<file path="config.mk">
export PLATFORM = sky130hd
export DESIGN_NAME = fpa_front
export DESIGN_NICKNAME = d
export VERILOG_FILES = /design/src/design/fpa_pkg.sv /design/src/design/fpa_front.sv
export SDC_FILE = /design/constraint.sdc
export NUM_CORES = 2
export LEC_CHECK = 0
export BUFFER_PORTS_ARGS = -buffer_cell sky130_fd_sc_hd__buf_2
export CAP_MARGIN = 10
export CORE_MARGIN = 1
export CORE_UTILIZATION = 50
export DETAILED_ROUTE_END_ITERATION = 16
export PLACE_DENSITY = 0.68
export SLEW_MARGIN = 20
export SYNTH_ARGS = -nofsm -noshare
export SYNTH_HDL_FRONTEND = slang
export SYNTH_SLANG_ARGS = --single-unit
export TNS_END_PERCENT = 30
</file>
<file path="constraint.sdc">
create_clock -name vclk -period 37.3
set_input_delay 5.595 -clock vclk [all_inputs]
set_output_delay 5.595 -clock vclk [all_outputs]
set_load 0.03 [all_outputs]
</file>
<file path="src/design/fpa_pkg.sv">
`timescale 1ns / 1ps
`default_nettype none
package fpa_pkg;

    localparam int WORD_BITS          = 32;
    localparam int FRACTION_BITS_DEF  = 8;
    localparam int WIDE_BITS          = 2 * WORD_BITS + 1;

    typedef enum logic [3:0] {
        OP_ADD = 4'd0,
        OP_SUB = 4'd1,
        OP_MUL = 4'd2,
        OP_DIV = 4'd3,
        OP_MIN = 4'd4,
        OP_MAX = 4'd5,
        OP_INC = 4'd6,
        OP_DEC = 4'd7,
        OP_INT = 4'd8
    } op_t;

    typedef struct packed {
        logic [3:0]                  operation;
        logic signed [WORD_BITS-1:0] operand_a;
        logic signed [WORD_BITS-1:0] operand_b;
    } item_t;

    typedef struct packed {
        logic signed [WORD_BITS-1:0] result_value;
        logic                        a_greater;
        logic                        a_less;
        logic                        a_equal;
        logic                        divide_by_zero;
    } result_t;

    // Per-transaction data carried along the cell chain
    typedef struct packed {
        logic [3:0]             op;
        logic [WORD_BITS-1:0]   res;
        logic [2*WORD_BITS-1:0] prod;
        logic                   neg;
        logic                   gt;
        logic                   lt;
        logic                   eq;
        logic                   dz;
        logic [WORD_BITS-1:0]   rem;
        logic [WORD_BITS-1:0]   dvs;
    } side_t;

    // Apply sign to a magnitude, saturating to the signed word range
    function automatic logic [WORD_BITS-1:0] sat_signed(input logic [WIDE_BITS-1:0] mag,
                                                       input logic neg);
        logic [WIDE_BITS-1:0] pos_max;
        logic [WORD_BITS-1:0] r;
        pos_max = WIDE_BITS'({1'b0, {(WORD_BITS-1){1'b1}}});
        if (neg) begin
            if (mag > pos_max + WIDE_BITS'(1))
                r = {1'b1, {(WORD_BITS-1){1'b0}}};
            else
                r = WORD_BITS'(0) - mag[WORD_BITS-1:0];
        end
        else begin
            if (mag > pos_max)
                r = {1'b0, {(WORD_BITS-1){1'b1}}};
            else
                r = mag[WORD_BITS-1:0];
        end
        return r;
    endfunction

endpackage
`default_nettype wire

</file>
<file path="src/design/fpa_front.sv">
`timescale 1ns / 1ps
`default_nettype none
module fpa_front import fpa_pkg::*; #(
    parameter int FRACTION_BITS = FRACTION_BITS_DEF,
    parameter int NQ            = WORD_BITS + FRACTION_BITS
) (
    input  item_t            item,
    output side_t            side,
    output logic [NQ-1:0]    nq
);
    logic [WORD_BITS-1:0] a;
    logic [WORD_BITS-1:0] b;
    logic [WORD_BITS-1:0] ma;
    logic [WORD_BITS-1:0] mb;
    logic                 lt;
    logic                 gt;

    assign a  = item.operand_a;
    assign b  = item.operand_b;
    assign ma = a[WORD_BITS-1] ? (WORD_BITS'(0) - a) : a;
    assign mb = b[WORD_BITS-1] ? (WORD_BITS'(0) - b) : b;
    assign lt = item.operand_a < item.operand_b;
    assign gt = item.operand_b < item.operand_a;

    // Dividend is the operand magnitude with the fraction bits appended
    assign nq = {ma, {FRACTION_BITS{1'b0}}};

    always_comb
    begin
        side      = '0;
        side.op   = item.operation;
        side.prod = {{WORD_BITS{1'b0}}, ma} * {{WORD_BITS{1'b0}}, mb};
        side.neg  = a[WORD_BITS-1] ^ b[WORD_BITS-1];
        side.gt   = gt;
        side.lt   = lt;
        side.eq   = (a == b);
        side.dz   = (item.operation == OP_DIV) && (b == '0);
        side.rem  = '0;
        side.dvs  = mb;
        unique case (item.operation)
            OP_ADD:  side.res = a + b;
            OP_SUB:  side.res = a - b;
            OP_MIN:  side.res = lt ? a : b;
            OP_MAX:  side.res = gt ? a : b;
            OP_INC:  side.res = a + WORD_BITS'(1);
            OP_DEC:  side.res = a - WORD_BITS'(1);
            OP_INT:  side.res = WORD_BITS'(item.operand_a >>> FRACTION_BITS);
            default: side.res = '0;
        endcase
    end
endmodule
`default_nettype wire

</file>
After elaboration in Yosys (flattened, before gate mapping)
Cells that the tools add are included.
W data, S select, Z words.
Storage, ports and cells
  register bits: 0
  bits of input ports: 68
Operators by class
  $add $sub $neg: 6
  multiply operators: 1
  magnitude comparators: 2
  equal/unequal tests: 8
  muxes and demuxes: 5
  bitwise logic cells: 1
  reduce and logical (&&, ||, !) cells: 3
Operators by type and width (count)
  $pmux W32 S7: 1
  $mux W32: 4
  $lt A32 B32 Y1: 2
  $mul A32 B32 Y64: 1
  $sub A1 B32 Y32 const A: 2
  $add A32 B1 Y32 const B: 1
  $add A32 B32 Y32: 1
  $eq A32 B32 Y1: 1
  $logic_not A32 Y1: 1
  $sub A32 B1 Y32 const B: 1
  $sub A32 B32 Y32: 1
  $eq A4 B3 Y1 const B: 4
  $eq A4 B1 Y1 const B: 1
  $eq A4 B2 Y1 const B: 1
  $eq A4 B4 Y1 const B: 1
  $logic_not A4 Y1: 1
  $logic_and A1 B1 Y1: 1
  $xor A1 B1 Y1: 1

Logic depth before layout (Yosys ltp)
  word-level depth: 3
  gate-level depth with buffers: 38
  gate-level depth less buffers: 34

Worst setup path before layout
No wires, ideal clock.
  kind: input -> output
  from: input port item[9] in the netlist's numbering
  to: output port side[132] in the netlist's numbering
  arrival time: 14890 ps
  slack: 16815 ps
  stages on the path: 33
  path buffers: 1
  cell sequence: or4_4 -> nor4_4 -> nand2_1 -> or4_4 -> or4_4 -> nor3_1 -> nor2_1 -> xnor2_2 -> inv_2 -> buf_2 -> nand2_1 -> fa_1 -> inv_1 -> fa_1 -> fa_1 -> fa_1 -> fa_1 -> fa_1 -> fa_1 -> inv_1 -> fa_1 -> inv_1 -> ha_1 -> nand2_1 -> o21ai_0 -> a41o_1 -> nor3_1 -> o21ai_0 -> a311oi_1 -> o31a_1 -> o21ai_0 -> o221ai_1 -> xnor2_1
RTL lines
  start: declaration: line fpa_front.sv:7  | input item_t item,
  end: declaration: line fpa_front.sv:8  | output side_t side,

==> flow_metrics.tcl <==
set metrics [dict create \
    rows 102 \
    synth_top_area_cell "fa_1" \
    vias 34700 \
    cap_violations 0 \
    yosysMostFrequentCell "inv_1" \
    totalWireLength_um 138000 \
    status "finished, final reports clean" \
    clkbuf_count 0 \
    cp_common_cell "fa_1" \
    crit_required_ps 31700 \
    synth_top_cells_by_count "997 x inv_1, 898 x fa_1, 652 x nor2_1" \
    nFillCells 7515 \
    grt_max_degree 34 \
    hold_viol_final 0 \
    synth_area_per_cell_um2 8.13 \
    slew_violations 0 \
    seq_cell_count 0 \
    synth_top_area_share 0.454 \
    cp-end-kind "output port" \
    synth_cell_types 78 \
    fin_crit_ps 22740 \
    fmax_mhz 44.0 \
    worstSetupPathType "input port to output port" \
    cts_setup_buffers 0 \
    drc 0 \
    seq_area_frac_synth 0 \
    start_util 0.508 \
    design.core.area_um2 77800 \
    netlist_top_cells_area "fa_1 45%, ha_1 11%, inv_1 9.5%, nor2_1 6.2%, nand2_1 5.8%" \
    cts_resized 0 \
    cp_num_buf_inv 8 \
    dieArea_um2 80300 \
    initialDrtViolationCount 3485 \
    cpMaxStageDelayCell "inv_1" \
    hold_path_class "input port to output port" \
    fin_nets 6277 \
    crit_path_start_kind "input port" \
    gp_congestion 0.991 \
    cp.arrival_ps 17150 \
    syn_area_um2 39600 \
    post_drt_wl_per_cell_um 23.0 \
    syn_to_final_growth_pct 5.90 \
    grt_pass1_wl_um 214000 \
    yosysWarningCount 0 \
    firstDrtPassIters 8 \
    postLayoutCoreUtil 0.538 \
    drt.antenna.violating_nets 0 \
    slew_headroom 0.227 \
    regArea_um2 0 \
    cpPeakStageDelay_ps 770 \
    ioPinCount 277 \
    grt_use_total 0.349 \
    die_w_um 283 \
    overflow 0 \
    grt_antenna_before_repair 2 \
    cts_hold_buf 0 \
    critPathMaxFanout 27 \
    hpwl_um 110000 \
    die_h_um 283 \
    drt-vias-per-instance 5.79 \
    rsz0062_at_grt "false" \
    numPortBuffers 237 \
    synthCells 4868 \
    setup_viol 0 \
    layout-drive-gt1-share 0.0792 \
    min_period_over_period 0.610 \
    critPathTopFamily "adder cells" \
    finalSetupTns_ps 0 \
    grt_pass1_vias 36300 \
    worstMarginPinSlew_ps 1150 \
]
-- stage by stage --
| stage | hold WS (ps) | worst slack (ps) | instances | instance area, µm² |
|---|---|---|---|---|
| after CTS | 11490 | 14730 | 5987 | 41900 |
| final | 11490 | 14560 | 5989 | 41900 |
| after global routing | 11500 | 13950 | 5987 | 41900 |
| after global placement | 11490 | 14980 | 5987 | 41900 |
| after detailed placement | 11490 | 14770 | 5987 | 41900 |
| after floorplan | 11320 | 16820 | 4907 | 39700 |
-- layout by cell type (no fill, tap or decap), types with 29 or more instances in the layout --
cell and count:
inv_1 996, fa_1 898, nor2_1 651, nand2_1 612, ha_1 362, buf_2 237
a21oi_1 179, xnor2_1 118, o21ai_0 103, buf_4 83, a21o_1 82, nand3_1 47
xnor2_2 41, conb_1 40, and2_1 35, xor2_1 31, nor3_1 29
-- layer usage --
layer	GRT usage	up-vias	routed length (µm)
met5	0	-	0
met4	0.197	0	9890
met3	0.0708	482	14700
met2	0.559	2058	62200
met1	0.440	17200	50800
li1	-	14900	-
-- layout make-up --
| cell class | instances | area (µm²) | area share |
|---|---|---|---|
| well taps | 1040 | 1300 | 0.0311 |
| multi-input cells | 3600 | 34900 | 0.834 |
| repair buffers | 320 | 1810 | 0.0432 |
| diodes | 2 | 5.00 | 0.000119 |
| inverters | 1027 | 3850 | 0.0920 |
-- logic make-up after synthesis --
group | synth area share
and+or+nand+nor | 0.157
buffers and inverters | 0.129
adders and majority gates | 0.569
AOI/OAI and AO/OA | 0.0954
xor gates and xnor gates | 0.0438
muxes | 0.00531
other | 0.0000948
-- path summary, 6_finish.rpt --
| check | start | to | slack [ps] | cells after the start |
|---|---|---|---|---|
| worst max-delay path | item[32] | side[125] | 14560 | 35 |
| worst min-delay path | item[67] | side[168] | 11490 | 2 |
