===== config.mk =====
export PLATFORM = sky130hd
export DESIGN_NAME = fpa_cell
export DESIGN_NICKNAME = d
export VERILOG_FILES = /design/src/design/fpa_pkg.sv /design/src/design/fpa_cell.sv
export SDC_FILE = /design/constraint.sdc
export NUM_CORES = 1
export LEC_CHECK = 0
export BUFFER_PORTS_ARGS = -buffer_cell sky130_fd_sc_hd__buf_2
export CAP_MARGIN = 20
export CORE_AREA = 5 5 162 164
export CTS_CLUSTER_DIAMETER = 40
export CTS_CLUSTER_SIZE = 16
export DETAILED_ROUTE_END_ITERATION = 6
export DIE_AREA = 0 0 167 169
export PLACE_DENSITY = 0.66
export SYNTH_ARGS = -nofsm -noshare
export SYNTH_HDL_FRONTEND = slang
export SYNTH_SLANG_ARGS = --single-unit
export TNS_END_PERCENT = 5

===== constraint.sdc =====
create_clock -name clk -period 5.9 [get_ports clk]
set_input_delay 0.59 -clock clk [delete_from_list [all_inputs] [get_ports clk]]
set_output_delay 0.59 -clock clk [all_outputs]
set_load 0.005 [all_outputs]

===== src/design/fpa_pkg.sv =====
`timescale 1ns / 1ps
`default_nettype none
package fpa_pkg;

    localparam int WORD_BITS          = 32;
    localparam int FRACTION_BITS_DEF  = 8;
    localparam int WIDE_BITS          = 2 * WORD_BITS + 1;

    typedef enum logic [3:0] {
        OP_ADD = 4'd0,
        OP_SUB = 4'd1,
        OP_MUL = 4'd2,
        OP_DIV = 4'd3,
        OP_MIN = 4'd4,
        OP_MAX = 4'd5,
        OP_INC = 4'd6,
        OP_DEC = 4'd7,
        OP_INT = 4'd8
    } op_t;

    typedef struct packed {
        logic [3:0]                  operation;
        logic signed [WORD_BITS-1:0] operand_a;
        logic signed [WORD_BITS-1:0] operand_b;
    } item_t;

    typedef struct packed {
        logic signed [WORD_BITS-1:0] result_value;
        logic                        a_greater;
        logic                        a_less;
        logic                        a_equal;
        logic                        divide_by_zero;
    } result_t;

    // Per-transaction data carried along the cell chain
    typedef struct packed {
        logic [3:0]             op;
        logic [WORD_BITS-1:0]   res;
        logic [2*WORD_BITS-1:0] prod;
        logic                   neg;
        logic                   gt;
        logic                   lt;
        logic                   eq;
        logic                   dz;
        logic [WORD_BITS-1:0]   rem;
        logic [WORD_BITS-1:0]   dvs;
    } side_t;

    // Apply sign to a magnitude, saturating to the signed word range
    function automatic logic [WORD_BITS-1:0] sat_signed(input logic [WIDE_BITS-1:0] mag,
                                                       input logic neg);
        logic [WIDE_BITS-1:0] pos_max;
        logic [WORD_BITS-1:0] r;
        pos_max = WIDE_BITS'({1'b0, {(WORD_BITS-1){1'b1}}});
        if (neg) begin
            if (mag > pos_max + WIDE_BITS'(1))
                r = {1'b1, {(WORD_BITS-1){1'b0}}};
            else
                r = WORD_BITS'(0) - mag[WORD_BITS-1:0];
        end
        else begin
            if (mag > pos_max)
                r = {1'b0, {(WORD_BITS-1){1'b1}}};
            else
                r = mag[WORD_BITS-1:0];
        end
        return r;
    endfunction

endpackage
`default_nettype wire


===== src/design/fpa_cell.sv =====
`timescale 1ns / 1ps
`default_nettype none
module fpa_cell import fpa_pkg::*; #(
    parameter int NQ = WORD_BITS + FRACTION_BITS_DEF
) (
    input  logic          clk,
    input  logic          rst_n,
    input  logic          up_valid,
    output logic          up_ready,
    input  side_t         up_side,
    input  logic [NQ-1:0] up_nq,
    output logic          dn_valid,
    input  logic          dn_ready,
    output side_t         dn_side,
    output logic [NQ-1:0] dn_nq
);
    logic                 valid_reg;
    side_t                side_reg;
    side_t                side_next;
    logic [NQ-1:0]        nq_reg;
    logic [NQ-1:0]        nq_next;
    logic [WORD_BITS:0]   r2;
    logic [WORD_BITS:0]   diff;
    logic                 ge;

    // One restoring division step: shift in a dividend bit, trial subtract
    assign r2   = {up_side.rem, up_nq[NQ-1]};
    assign diff = r2 - {1'b0, up_side.dvs};
    assign ge   = r2 >= {1'b0, up_side.dvs};

    always_comb
    begin
        side_next     = up_side;
        side_next.rem = ge ? diff[WORD_BITS-1:0] : r2[WORD_BITS-1:0];
        nq_next       = {up_nq[NQ-2:0], ge};
    end

    assign up_ready = !valid_reg || dn_ready;

    always_ff @(posedge clk or negedge rst_n)
    begin
        if (!rst_n)
            valid_reg <= 1'b0;
        else if (up_ready)
            valid_reg <= up_valid;
    end

    always_ff @(posedge clk)
    begin
        if (up_ready && up_valid)
        begin
            side_reg <= side_next;
            nq_reg   <= nq_next;
        end
    end

    assign dn_valid = valid_reg;
    assign dn_side  = side_reg;
    assign dn_nq    = nq_reg;
endmodule
`default_nettype wire


=== Word level (Yosys, flattened, before mapping) ===
Cells that the tools add are included.

* Bits in registers: 210
* Input bits: 213
* Output and inout bits: 211
* Logic and storage cells: 18

* Add/sub/neg operators: 1
* Magnitude comparators: 1
* Muxes and demuxes: 1
* Reductions and logical operators: 3

{| class="wikitable"
|+ Operator list
! operator !! count
|-
| greater-or-equal comparator 33 x 32 -> 1 bit || 1
|-
| two-way mux 32 bit || 1
|-
| subtractor 32 bit || 1
|-
| logical AND 1 bit || 1
|-
| logical NOT 1 bit || 1
|-
| logical OR 1 bit || 1
|}

=== Depth between registers and ports, before layout ===
* Depth after elaboration: 3
* Gate-level depth with buffers: 13

=== Least setup slack after synthesis ===
No wires, ideal clock.

* Kind: input-to-reg
* Start: in dn_ready
* End: reg nq_reg[0] (netlist: dn_nq[0]), enable pin
* Library setup time: 596 ps
* Arrival: 5521 ps
* Data required time: 5304 ps
* Setup slack: -217 ps
* Cell stages on the path: 2
* Buffers on the path: 0
* Cell sequence: nand2b_1 > and2_1

* Cells in the longest elaborated chain, start to end: 2

{| class="wikitable"
|+ RTL lines
! item !! RTL line !! source
|-
| start: declaration || fpa_cell.sv:13 || <nowiki>input logic dn_ready,</nowiki>
|-
| logical OR 1 bit || fpa_cell.sv:38 || <nowiki>assign up_ready = !valid_reg || dn_ready;</nowiki>
|-
| logical AND 1 bit || fpa_cell.sv:50 || <nowiki>if (up_ready && up_valid)</nowiki>
|-
| end signal: assignment || fpa_cell.sv:53 || <nowiki>nq_reg <= nq_next;</nowiki>
|-
| end: declaration || fpa_cell.sv:20 || <nowiki>logic [NQ-1:0] nq_reg;</nowiki>
|}

Every way passes these cells.
A chain may end at the register's enable or synchronous reset.

==> impl_metrics.json <==
{
  "die_y_um": 169,
  "area_delta_synth_final_pct": 42.3,
  "ys_dominant_reg_cell": "edfxtp_1",
  "grtUsageTotal": 0.183,
  "synth_edf_count": 209,
  "routedWlPerCell_um": 20.3,
  "setup_violations": 0,
  "start_util": 0.345,
  "finalSetupTns_ns": 0,
  "pwr-share-seq": 0.430,
  "routed_via_density": 4.71,
  "fmaxAchievable_mhz": 288,
  "hold_viol": 0,
  "antenna_found_initial": 9,
  "globalRoute.totalOverflow": 0,
  "rsz0062_at_grt": "false",
  "syn_inst": 558,
  "status": "completed",
  "gp_congestion": 0.893,
  "finalWorstSetupSlack_ns": 2.43,
  "die-area_sq_mm": 0.0282,
  "finalClockSkew_ns": 0.0193,
  "cts_root_buf": "clkbuf_16",
  "grt_max_degree": 109,
  "ff2ff_path_depth": 3,
  "ys_warn_count": 0,
  "place_ws_ns": 1.86,
  "p_switching_w": 0.00107,
  "drt_iter0_drc": 350,
  "gr-usage-met1": 0.210,
  "top_usage_layer": "met2",
  "drive_gt1_frac": 0.481,
  "p_per_area_mw_per_mm2": 342,
  "final_cell_mix": "buf_2 (423), edfxtp_1 (209), a21oi_1 (56), inv_1 (38), nor2_1 (35)",
  "use_met2": 0.328,
  "grt_pass1_wl_um": 39200,
  "slew_viol_final": 0,
  "cts_buffers": 31,
  "grt_use_met3": 0.0539,
  "final_antenna_net_count": 0,
  "cts.sinks": 210,
  "ys_ff_latch": 210,
  "hold_class": "primary input to flop",
  "min_period_ns": 3.47,
  "power_frac_comb": 0.120,
  "fin_crit_sh": 0.588,
  "critPathKind": "primary input to flop",
  "clkTransAtPathRegs_ns": 0.06,
  "crit_path_end_kind": "flop",
  "place_hpwl_um": 22100,
  "final_common_cell": "buf_2",
  "h-tree-depth": 1,
  "p_leak_nw": 5.25,
  "avgSynthCellArea_sq_um": 15.3,
  "dr.pass1.iters": 5,
  "whs_path_depth": 1,
  "clockPowerShare": 0.450,
  "swShare": 0.258,
  "tightestPinTransition_ns": 0.925,
  "drt-total-wl_um": 27700,
  "synth_top_cell_by_area": "edfxtp_1",
  "yosys-top-cells-area": "edfxtp_1 (74%), ha_1 (4.7%), a21oi_1 (3.3%), inv_1 (1.7%), nor2_1 (1.5%)",
  "grt_pass1_vias": 6460,
  "synth_nets": 804,
  "ir_drop_mv": 0.228,
  "critPathMaxFanout": 31,
  "die_w_um": 167,
  "fp-row-count": 58,
  "synth_area_sq_mm": 0.00853,
  "drc": 0,
  "portBuffers": 423,
  "cts_tree": "built",
  "startpoint_type": "primary input",
  "clk_path_buf_depth": 3,
  "maxCapViolations": 0,
  "final_nets": 1247,
  "synthArstFlopShare": 0.00476,
  "ys_seq_area_frac": 0.739,
  "relSlewSlack": 0.383,
  "core_area_sq_mm": 0.0247,
  "intPower_w": 0.00309,
  "vias": 6422,
  "worst_ep_arrival_time_ns": 3.76,
  "insertion_delay_ns": 0.55,
  "synth.distinct_cells": 49,
  "yosysTopAreaCellShare": 0.736,
  "required_ns": 6.20,
  "ioPinCount": 424
}
==> power groups by stage <==
stage          clock network, W  registers, W  logic (W)
3_5_place_dp                  0       0.00182   0.000500
4_1_cts                 0.00192       0.00179   0.000503
5_1_grt                 0.00200       0.00180   0.000547
6_report                0.00187       0.00179   0.000500
3_3_place_gp                  0       0.00182   0.000495
2_1_floorplan                 0       0.00184   0.000238
==> worst max-delay path, cell delays in order <==
cell and delay [ns]:
buf_2 0.11, inv_1 0.05, ha_1 0.42, nand4_1 0.20, or4_1 0.50, a21oi_1 0.12, nor3_1 0.11, a211oi_2 0.25
o21ai_2 0.16, o31ai_4 0.45, buf_4 0.40, mux2_2 0.38
==> per-layer routing <==
metal	vias up	routed length [um]	part of all wire
li1	3015	-	-
met4	2	480	0.017
met5	-	13	0.00047
met3	36	2330	0.084
met2	294	14700	0.53
met1	3075	10200	0.37
==> timing repair <==
action,4_1_cts,5_1_grt
endpoints found under the hold margin,1,0
hold buffers,1,0
resized for setup,0,0
buffers inserted,0,0
==> Yosys cell counts (5+ instances only) <==
master    instances
a21o_1           12
a21oi_1          56
a31oi_1           5
buf_2             8
clkbuf_1          6
edfxtp_1        209
ha_1             32
inv_1            38
mux2_2            6
nand2_1          26
nand2b_1          5
nand3_1           8
nand4_1           8
nor2_1           35
o21a_1            6
o21ai_0          16
xnor2_1          15
xor2_1           12
==> area by class of cell <==
cell class,instances,area [sq um]
fillers,2226,12600
flip-flops and latches,210,6300
repair buffers,428,2170
multi-input cells,292,2000
clock buffers,32,779
well taps,330,413
clock inverters,26,313
inverters,38,143
diodes,8,20.0
==> kinds of logic (layout without fill, tap and decap cells) <==
kind of cell    count (synthesis)  count (layout)  synth area share
flops                         210             210             0.739
compound gates                119             119            0.0858
simple gates                  102             102            0.0568
buf+inv                        56             524            0.0273
fa+ha+maj                      33              33            0.0493
xor+xnor                       27              27            0.0277
mux                            11              11            0.0144
other cells                     0               8                 0
==> through the flow <==
step | util | area, sq um | hold WS [ns] | cells | power (W)
finish | 0.490 | 12100 | 0.206 | 1364 | 0.00416
global route | 0.490 | 12100 | 0.170 | 1364 | 0.00434
floorplan | - | 8530 | 0.294 | 558 | 0.00208
global placement | 0.445 | 11000 | 0.365 | 1297 | 0.00231
CTS | 0.490 | 12100 | 0.167 | 1356 | 0.00421
detailed placement | 0.445 | 11000 | 0.365 | 1297 | 0.00232
==> state kept, by name (all words and copies together) (netlist names) <==
| name | count |
|---|---|
| dn_valid | 1 |
| dn_nq | 40 |
| dn_side | 169 |
==> final timing paths <==
| kind | from | endpoint | slack (ns) |
|---|---|---|---|
| hold / removal | up_side[161] | dn_side[161]$_DFFE_PP_ | 0.21 |
| setup / recovery | up_side[15] | dn_side[36]$_DFFE_PP_ | 2.43 |
| hold reg to reg | dn_valid$_DFFE_PN0N_ | dn_valid$_DFFE_PN0N_ | 0.53 |
| max in group asynchronous | rst_n | dn_valid$_DFFE_PN0N_ | 5.47 |
| min in group asynchronous | rst_n | dn_valid$_DFFE_PN0N_ | 0.35 |
| setup reg to reg | dn_valid$_DFFE_PN0N_ | dn_side[89]$_DFFE_PP_ | 3.76 |
(Power assumes the default switching activity.)
