File: config.mk
export PLATFORM = sky130hd
export DESIGN_NAME = fpa_back
export DESIGN_NICKNAME = d
export VERILOG_FILES = /design/src/design/fpa_pkg.sv /design/src/design/fpa_back.sv
export SDC_FILE = /design/constraint.sdc
export NUM_CORES = 1
export LEC_CHECK = 0
export ABC_CLOCK_PERIOD_IN_PS = 4950
export BUFFER_PORTS_ARGS = -buffer_cell sky130_fd_sc_hd__buf_2
export CAP_MARGIN = 10
export CORE_MARGIN = 2
export CORE_UTILIZATION = 39
export DETAILED_ROUTE_END_ITERATION = 10
export PLACE_DENSITY_LB_ADDON = 0.15
export SYNTH_ARGS = -nofsm -noshare
export SYNTH_HDL_FRONTEND = slang
export SYNTH_SLANG_ARGS = --single-unit
File: constraint.sdc
create_clock -name clk -period 4.95 [get_ports clk]
set_clock_uncertainty 0.15 [all_clocks]
set_input_delay 0.2475 -clock clk [delete_from_list [all_inputs] [get_ports clk]]
set_output_delay 0.2475 -clock clk [all_outputs]
set_load 0.03 [all_outputs]
File: src/design/fpa_pkg.sv
`timescale 1ns / 1ps
`default_nettype none
package fpa_pkg;

    localparam int WORD_BITS          = 32;
    localparam int FRACTION_BITS_DEF  = 8;
    localparam int WIDE_BITS          = 2 * WORD_BITS + 1;

    typedef enum logic [3:0] {
        OP_ADD = 4'd0,
        OP_SUB = 4'd1,
        OP_MUL = 4'd2,
        OP_DIV = 4'd3,
        OP_MIN = 4'd4,
        OP_MAX = 4'd5,
        OP_INC = 4'd6,
        OP_DEC = 4'd7,
        OP_INT = 4'd8
    } op_t;

    typedef struct packed {
        logic [3:0]                  operation;
        logic signed [WORD_BITS-1:0] operand_a;
        logic signed [WORD_BITS-1:0] operand_b;
    } item_t;

    typedef struct packed {
        logic signed [WORD_BITS-1:0] result_value;
        logic                        a_greater;
        logic                        a_less;
        logic                        a_equal;
        logic                        divide_by_zero;
    } result_t;

    // Per-transaction data carried along the cell chain
    typedef struct packed {
        logic [3:0]             op;
        logic [WORD_BITS-1:0]   res;
        logic [2*WORD_BITS-1:0] prod;
        logic                   neg;
        logic                   gt;
        logic                   lt;
        logic                   eq;
        logic                   dz;
        logic [WORD_BITS-1:0]   rem;
        logic [WORD_BITS-1:0]   dvs;
    } side_t;

    // Apply sign to a magnitude, saturating to the signed word range
    function automatic logic [WORD_BITS-1:0] sat_signed(input logic [WIDE_BITS-1:0] mag,
                                                       input logic neg);
        logic [WIDE_BITS-1:0] pos_max;
        logic [WORD_BITS-1:0] r;
        pos_max = WIDE_BITS'({1'b0, {(WORD_BITS-1){1'b1}}});
        if (neg) begin
            if (mag > pos_max + WIDE_BITS'(1))
                r = {1'b1, {(WORD_BITS-1){1'b0}}};
            else
                r = WORD_BITS'(0) - mag[WORD_BITS-1:0];
        end
        else begin
            if (mag > pos_max)
                r = {1'b0, {(WORD_BITS-1){1'b1}}};
            else
                r = mag[WORD_BITS-1:0];
        end
        return r;
    endfunction

endpackage
`default_nettype wire

File: src/design/fpa_back.sv
`timescale 1ns / 1ps
`default_nettype none
module fpa_back import fpa_pkg::*; #(
    parameter int FRACTION_BITS = FRACTION_BITS_DEF,
    parameter int NQ            = WORD_BITS + FRACTION_BITS
) (
    input  logic          clk,
    input  logic          rst_n,
    input  logic          up_valid,
    output logic          up_ready,
    input  side_t         up_side,
    input  logic [NQ-1:0] up_nq,
    output logic          result_valid,
    input  logic          result_stall,
    output result_t       result
);
    localparam logic [WIDE_BITS-1:0] HALF = WIDE_BITS'(1) << (FRACTION_BITS - 1);

    logic                 valid_reg;
    result_t              result_reg;
    result_t              result_next;
    logic                 round_up;
    logic [NQ:0]          q_div;
    logic [WIDE_BITS-1:0] s_mul;
    logic [WIDE_BITS-1:0] q_mul;

    // Round half away from zero on the magnitudes
    assign round_up = up_side.rem >= (up_side.dvs - up_side.rem);
    assign q_div    = {1'b0, up_nq} + {{NQ{1'b0}}, round_up};
    assign s_mul    = {1'b0, up_side.prod} + HALF;
    assign q_mul    = s_mul >> FRACTION_BITS;

    always_comb
    begin
        result_next.a_greater      = up_side.gt;
        result_next.a_less         = up_side.lt;
        result_next.a_equal        = up_side.eq;
        result_next.divide_by_zero = up_side.dz;
        if (up_side.op == OP_MUL)
            result_next.result_value = sat_signed(q_mul, up_side.neg);
        else if (up_side.op == OP_DIV)
            result_next.result_value = up_side.dz ? '0 :
                sat_signed(WIDE_BITS'(q_div), up_side.neg);
        else
            result_next.result_value = up_side.res;
    end

    assign up_ready = !valid_reg || !result_stall;

    always_ff @(posedge clk or negedge rst_n)
    begin
        if (!rst_n)
            valid_reg <= 1'b0;
        else if (up_ready)
            valid_reg <= up_valid;
    end

    always_ff @(posedge clk)
    begin
        if (up_ready && up_valid)
            result_reg <= result_next;
    end

    assign result_valid = valid_reg;
    assign result       = result_reg;
endmodule
`default_nettype wire

After elaboration in Yosys (flattened, before gate mapping):

Index checks and enable logic that the tools add are counted.
W data, S select, Z words.

* register bits after elaboration: 37
* latch bits: 0
* RAM bits: 0
* memory bits (read-only): 0
* output and inout bits: 38
* word-level logic and storage cells: 31
* memories kept: 0

* add/sub/neg operators: 5
* multipliers: 0
* div/mod/pow operators: 0
* magnitude comparators: 5
* equal/unequal tests: 2
* shift-type cells: 0
* muxes and demuxes: 9
* bitwise operators: 0
* reduce and logical (&&, ||, !) cells: 4

Operators with widths (number)
* $mux W32: 9
* $add A64 B8 Y65 const B: 1
* $sub A1 B32 Y32 const A: 2
* $gt A57 B31 Y1 const B: 1
* $gt A57 B32 Y1 const B: 1
* $add A40 B1 Y41: 1
* $gt A41 B31 Y1 const B: 1
* $gt A41 B32 Y1 const B: 1
* $ge A32 B32 Y1: 1
* $sub A32 B32 Y32: 1
* $eq A4 B2 Y1 const B: 2
* $logic_not A1 Y1: 2
* $logic_and A1 B1 Y1: 1
* $logic_or A1 B1 Y1: 1

Depth between registers and ports, before layout:

* depth after elaboration: 9
* mapped depth: 43
* depth with buffers taken out: 39

Least setup slack after synthesis:

No wires, ideal clock.

* path type: input to register
* start point: input port up_side[36] (netlist bit)
* end point: register result_reg (netlist bit result[22]) (data pin)
* arrival: 7.482 ns
* data required time: 4.643 ns
* setup slack: -2.839 ns
* cell stages on the path: 39
* cells stage by stage: inv_1 -> ha_1 -> or3_1 -> o2111ai_1 -> a211oi_1 -> o31ai_1 -> o21ai_0 -> a221o_1 -> a21oi_1 -> xor2_1 -> ha_1 -> a21o_1 -> a21o_1 -> a21o_1 -> a21oi_1 -> nor2b_1 -> o21ai_0 -> nand2b_1 -> (+3 left out) -> a21oi_1 -> ha_1 -> ha_1 -> clkbuf_1 -> and3_1 -> buf_2 -> nor3_1 -> a31oi_1 -> nor4_1 -> nand4_1 -> a2111oi_4 -> nand4_1 -> a211oi_2 -> or2_1 -> buf_2 -> buf_4 -> o2111ai_1 -> a32oi_1

RTL lines
* start, declared: line fpa_back.sv:11 `input side_t up_side,`
* end signal, assigned: line fpa_back.sv:61 `result_reg <= result_next;`
* end, declared: line fpa_back.sv:20 `result_t result_reg;`

==> flow_summary.json <==
{
  "status": "finished, violations left",
  "violations": "negative setup slack",
  "crit_required_ns": 4.91,
  "cp_max_fo": 8,
  "vias": 11500,
  "synth_flop_cell": "edfxtp_1",
  "synth.distinct_cells": 82,
  "avgRoutedWirePerCell_um": 17.0,
  "drv_slew": 0,
  "grt_max_degree": 37,
  "initial_core_util": 0.400,
  "critPathArrivalTime_ns": 7.13,
  "largest_reg_flops": 36,
  "cts_sinks": 37,
  "worst_slack_ns": -2.22,
  "ioPinCount": 251,
  "synth_edf_count": 36,
  "cp-start-kind": "input port",
  "cts_tree": "done",
  "path_class": "input port to register",
  "cp_top_family": "compound AO/OA/AOI/OAI gates",
  "layout_min_cycle_time_ns": 7.17,
  "rrSetupSlack_ns": 3.17,
  "placedCellCount": 1987,
  "hold_class": "input port to register",
  "die_area_mm2": 0.0246,
  "syn-cell-area_mm2": 0.00910,
  "drtAntennaViolNets": 0,
  "grt_first_pass_wirelength_um": 52000,
  "avgViaCountPerCell": 5.69,
  "clock_latency_ns": 0.29,
  "overflow": 0,
  "grt_antenna_before_repair": 1,
  "async_flop_share": 0.0270,
  "drc": 0,
  "path_buf_inv": 5,
  "setup_viol": 32,
  "maxCapViolations": 0,
  "drt-initial-drc-count": 820,
  "htreeDepth": 2,
  "avgSynthCellArea_um2": 7.17,
  "synth_seq_area_share": 0.121,
  "rsz0062_at_grt": "yes",
  "fmax_mhz": 139,
  "coreArea_mm2": 0.0228,
  "grt.total_usage": 0.260,
  "layout_common_cells": "239 x buf_2, 232 x buf_4, 126 x nand2_1",
  "worst_pin_slew_ns": 0.911,
  "cts_root_buffer": "clkbuf_16",
  "slowest_delay_ns": 0.35,
  "area_delta_synth_final_pct": 47.6,
  "core.rowCount": 55,
  "fin_cells": 2024,
  "portBuffers": 243,
  "relSlewSlack": 0.393,
  "dr.pass1.iters": 5,
  "gp_congestion": 0.924,
  "period_share": 1.45,
  "powerDensity_mw_per_mm2": 135,
  "whs_ns": 0.00282,
  "die_h_um": 157,
  "drive_gt1_frac": 0.377,
  "synthCells": 1270,
  "cp-end-kind": "register",
  "dpl_worst_slack_ns": -2.78,
  "hpwl_um": 27900,
  "yosysWarnings": 0,
  "final_common_cell": "buf_2",
  "post-route-util": 0.590,
  "cts_made_buffers": 5,
  "synth_fp_nets": 1554,
  "cts_max_path_buffers": 2,
  "die_width_um": 157,
  "grt_pass1_vias": 10500,
  "power_leakage_nw": 5.60,
  "clk_pin_slew_ns": 0.06,
  "hold_viol": 0,
  "wirelength_um": 34500,
  "ir_drop_v": 0.000142,
  "layout.nets": 1993,
  "worst_path_max_delay_cell": "a2111oi_4",
  "synth-seq-cells": 37
}
==> Yosys cell counts, types with 4 or more instances <==
cell type	n	area, um^2
nand3b_1	12	90.1
nand2_1	128	480
nor4_1	27	169
a32oi_1	24	210
o31ai_1	12	90.1
xnor2_1	74	648
nor2b_1	9	56.3
and3_1	25	156
a211oi_1	11	82.6
buf_2	9	45.0
ha_1	70	876
a21o_1	17	128
a211o_1	6	52.6
clkbuf_1	41	154
a31oi_1	9	56.3
o2111ai_1	10	87.6
mux2i_1	7	70.1
nor3_1	45	225
buf_4	10	75.1
nand4_1	43	269
or2_2	11	68.8
nand2b_1	20	125
or4_1	20	150
o311ai_0	7	61.3
or3_1	22	138
nand3_1	90	450
a21oi_1	74	370
xor2_1	52	455
nor2_1	72	270
and2_1	18	113
nor3b_1	4	30.0
and4_1	13	114
o21a_1	5	37.5
o21ai_0	66	330
inv_1	64	240
o21ai_1	7	35.0
o22ai_1	6	37.5
o211ai_1	13	97.6
a221o_1	4	40.0
edfxtp_1	36	1080
buf_6	4	45.0
o21bai_1	7	52.6
==> what timing repair did <==
action                                  CTS  global route
cloned                                    0             1
endpoints found under the setup margin   32            32
resized for setup                        62            90
buffers inserted                         13            11
pin swaps                                33            53
endpoints found under the hold margin     4             0
hold buffers                              4             0
==> worst paths after layout <==
path | from | cells after the start | to
setup reg to reg | result_valid | 2 | result[14]
hold / removal | up_valid | 2 | result_valid
hold reg to reg | result_valid | 2 | result_valid
max in group asynchronous | rst_n | 2 | result_valid
setup / recovery | up_side[0] | 41 | result[32]
min in group asynchronous | rst_n | 2 | result_valid
==> per-stage QoR <==
step | TNS, ns | power [mW] | cell area, um^2
after floorplan | -65.63 | 0.974 | 9320
after global placement | -76.97 | 1.39 | 12300
after detailed placement | -81.51 | 1.40 | 12300
after CTS | -66.50 | 1.76 | 12900
after global routing | -79.96 | 1.94 | 13400
final | -67.35 | 1.82 | 13400
==> power by group <==
group | internal, mW | switching [mW]
clock | 0.188 | 0.132
combinational | 0.516 | 0.601
sequential | 0.371 | 0.00689
==> worst register-to-register path: cells and delay by family, from the launching register on <==
family        cells  cell delay [ns]
flops             1             0.37
simple gates      2             0.86
==> per-layer routing <==
| layer | vias up | track usage | part of all wire |
|---|---|---|---|
| met4 | 0 | 0.0769 | 0.028 |
| met5 | - | 0 | 0 |
| met1 | 5324 | 0.343 | 0.44 |
| li1 | 5687 | - | - |
| met2 | 429 | 0.446 | 0.48 |
| met3 | 71 | 0.0280 | 0.060 |
==> kinds of logic after synthesis <==
group | count (synthesis) | share of synthesized area
buffers and inverters | 130 | 0.0623
flip-flops | 37 | 0.121
AO/OA/AOI/OAI | 319 | 0.242
AND/OR/NAND/NOR | 577 | 0.344
multiplexers | 10 | 0.0114
adder cells (fa/ha/maj) | 71 | 0.0984
XOR/XNOR | 126 | 0.121
==> final cells by class <==
type                            count  area [um^2]
Inverter                           65          254
Sequential cell                    37         1110
Clock buffer                        7          133
Fill cell                        2150         9340
Tap cell                          313          392
Timing Repair Buffer              496         3240
Antenna cell                        1         2.50
Multi-Input combinational cell   1104         8300
Clock inverter                      1         8.76
(Power assumes the default switching activity.)
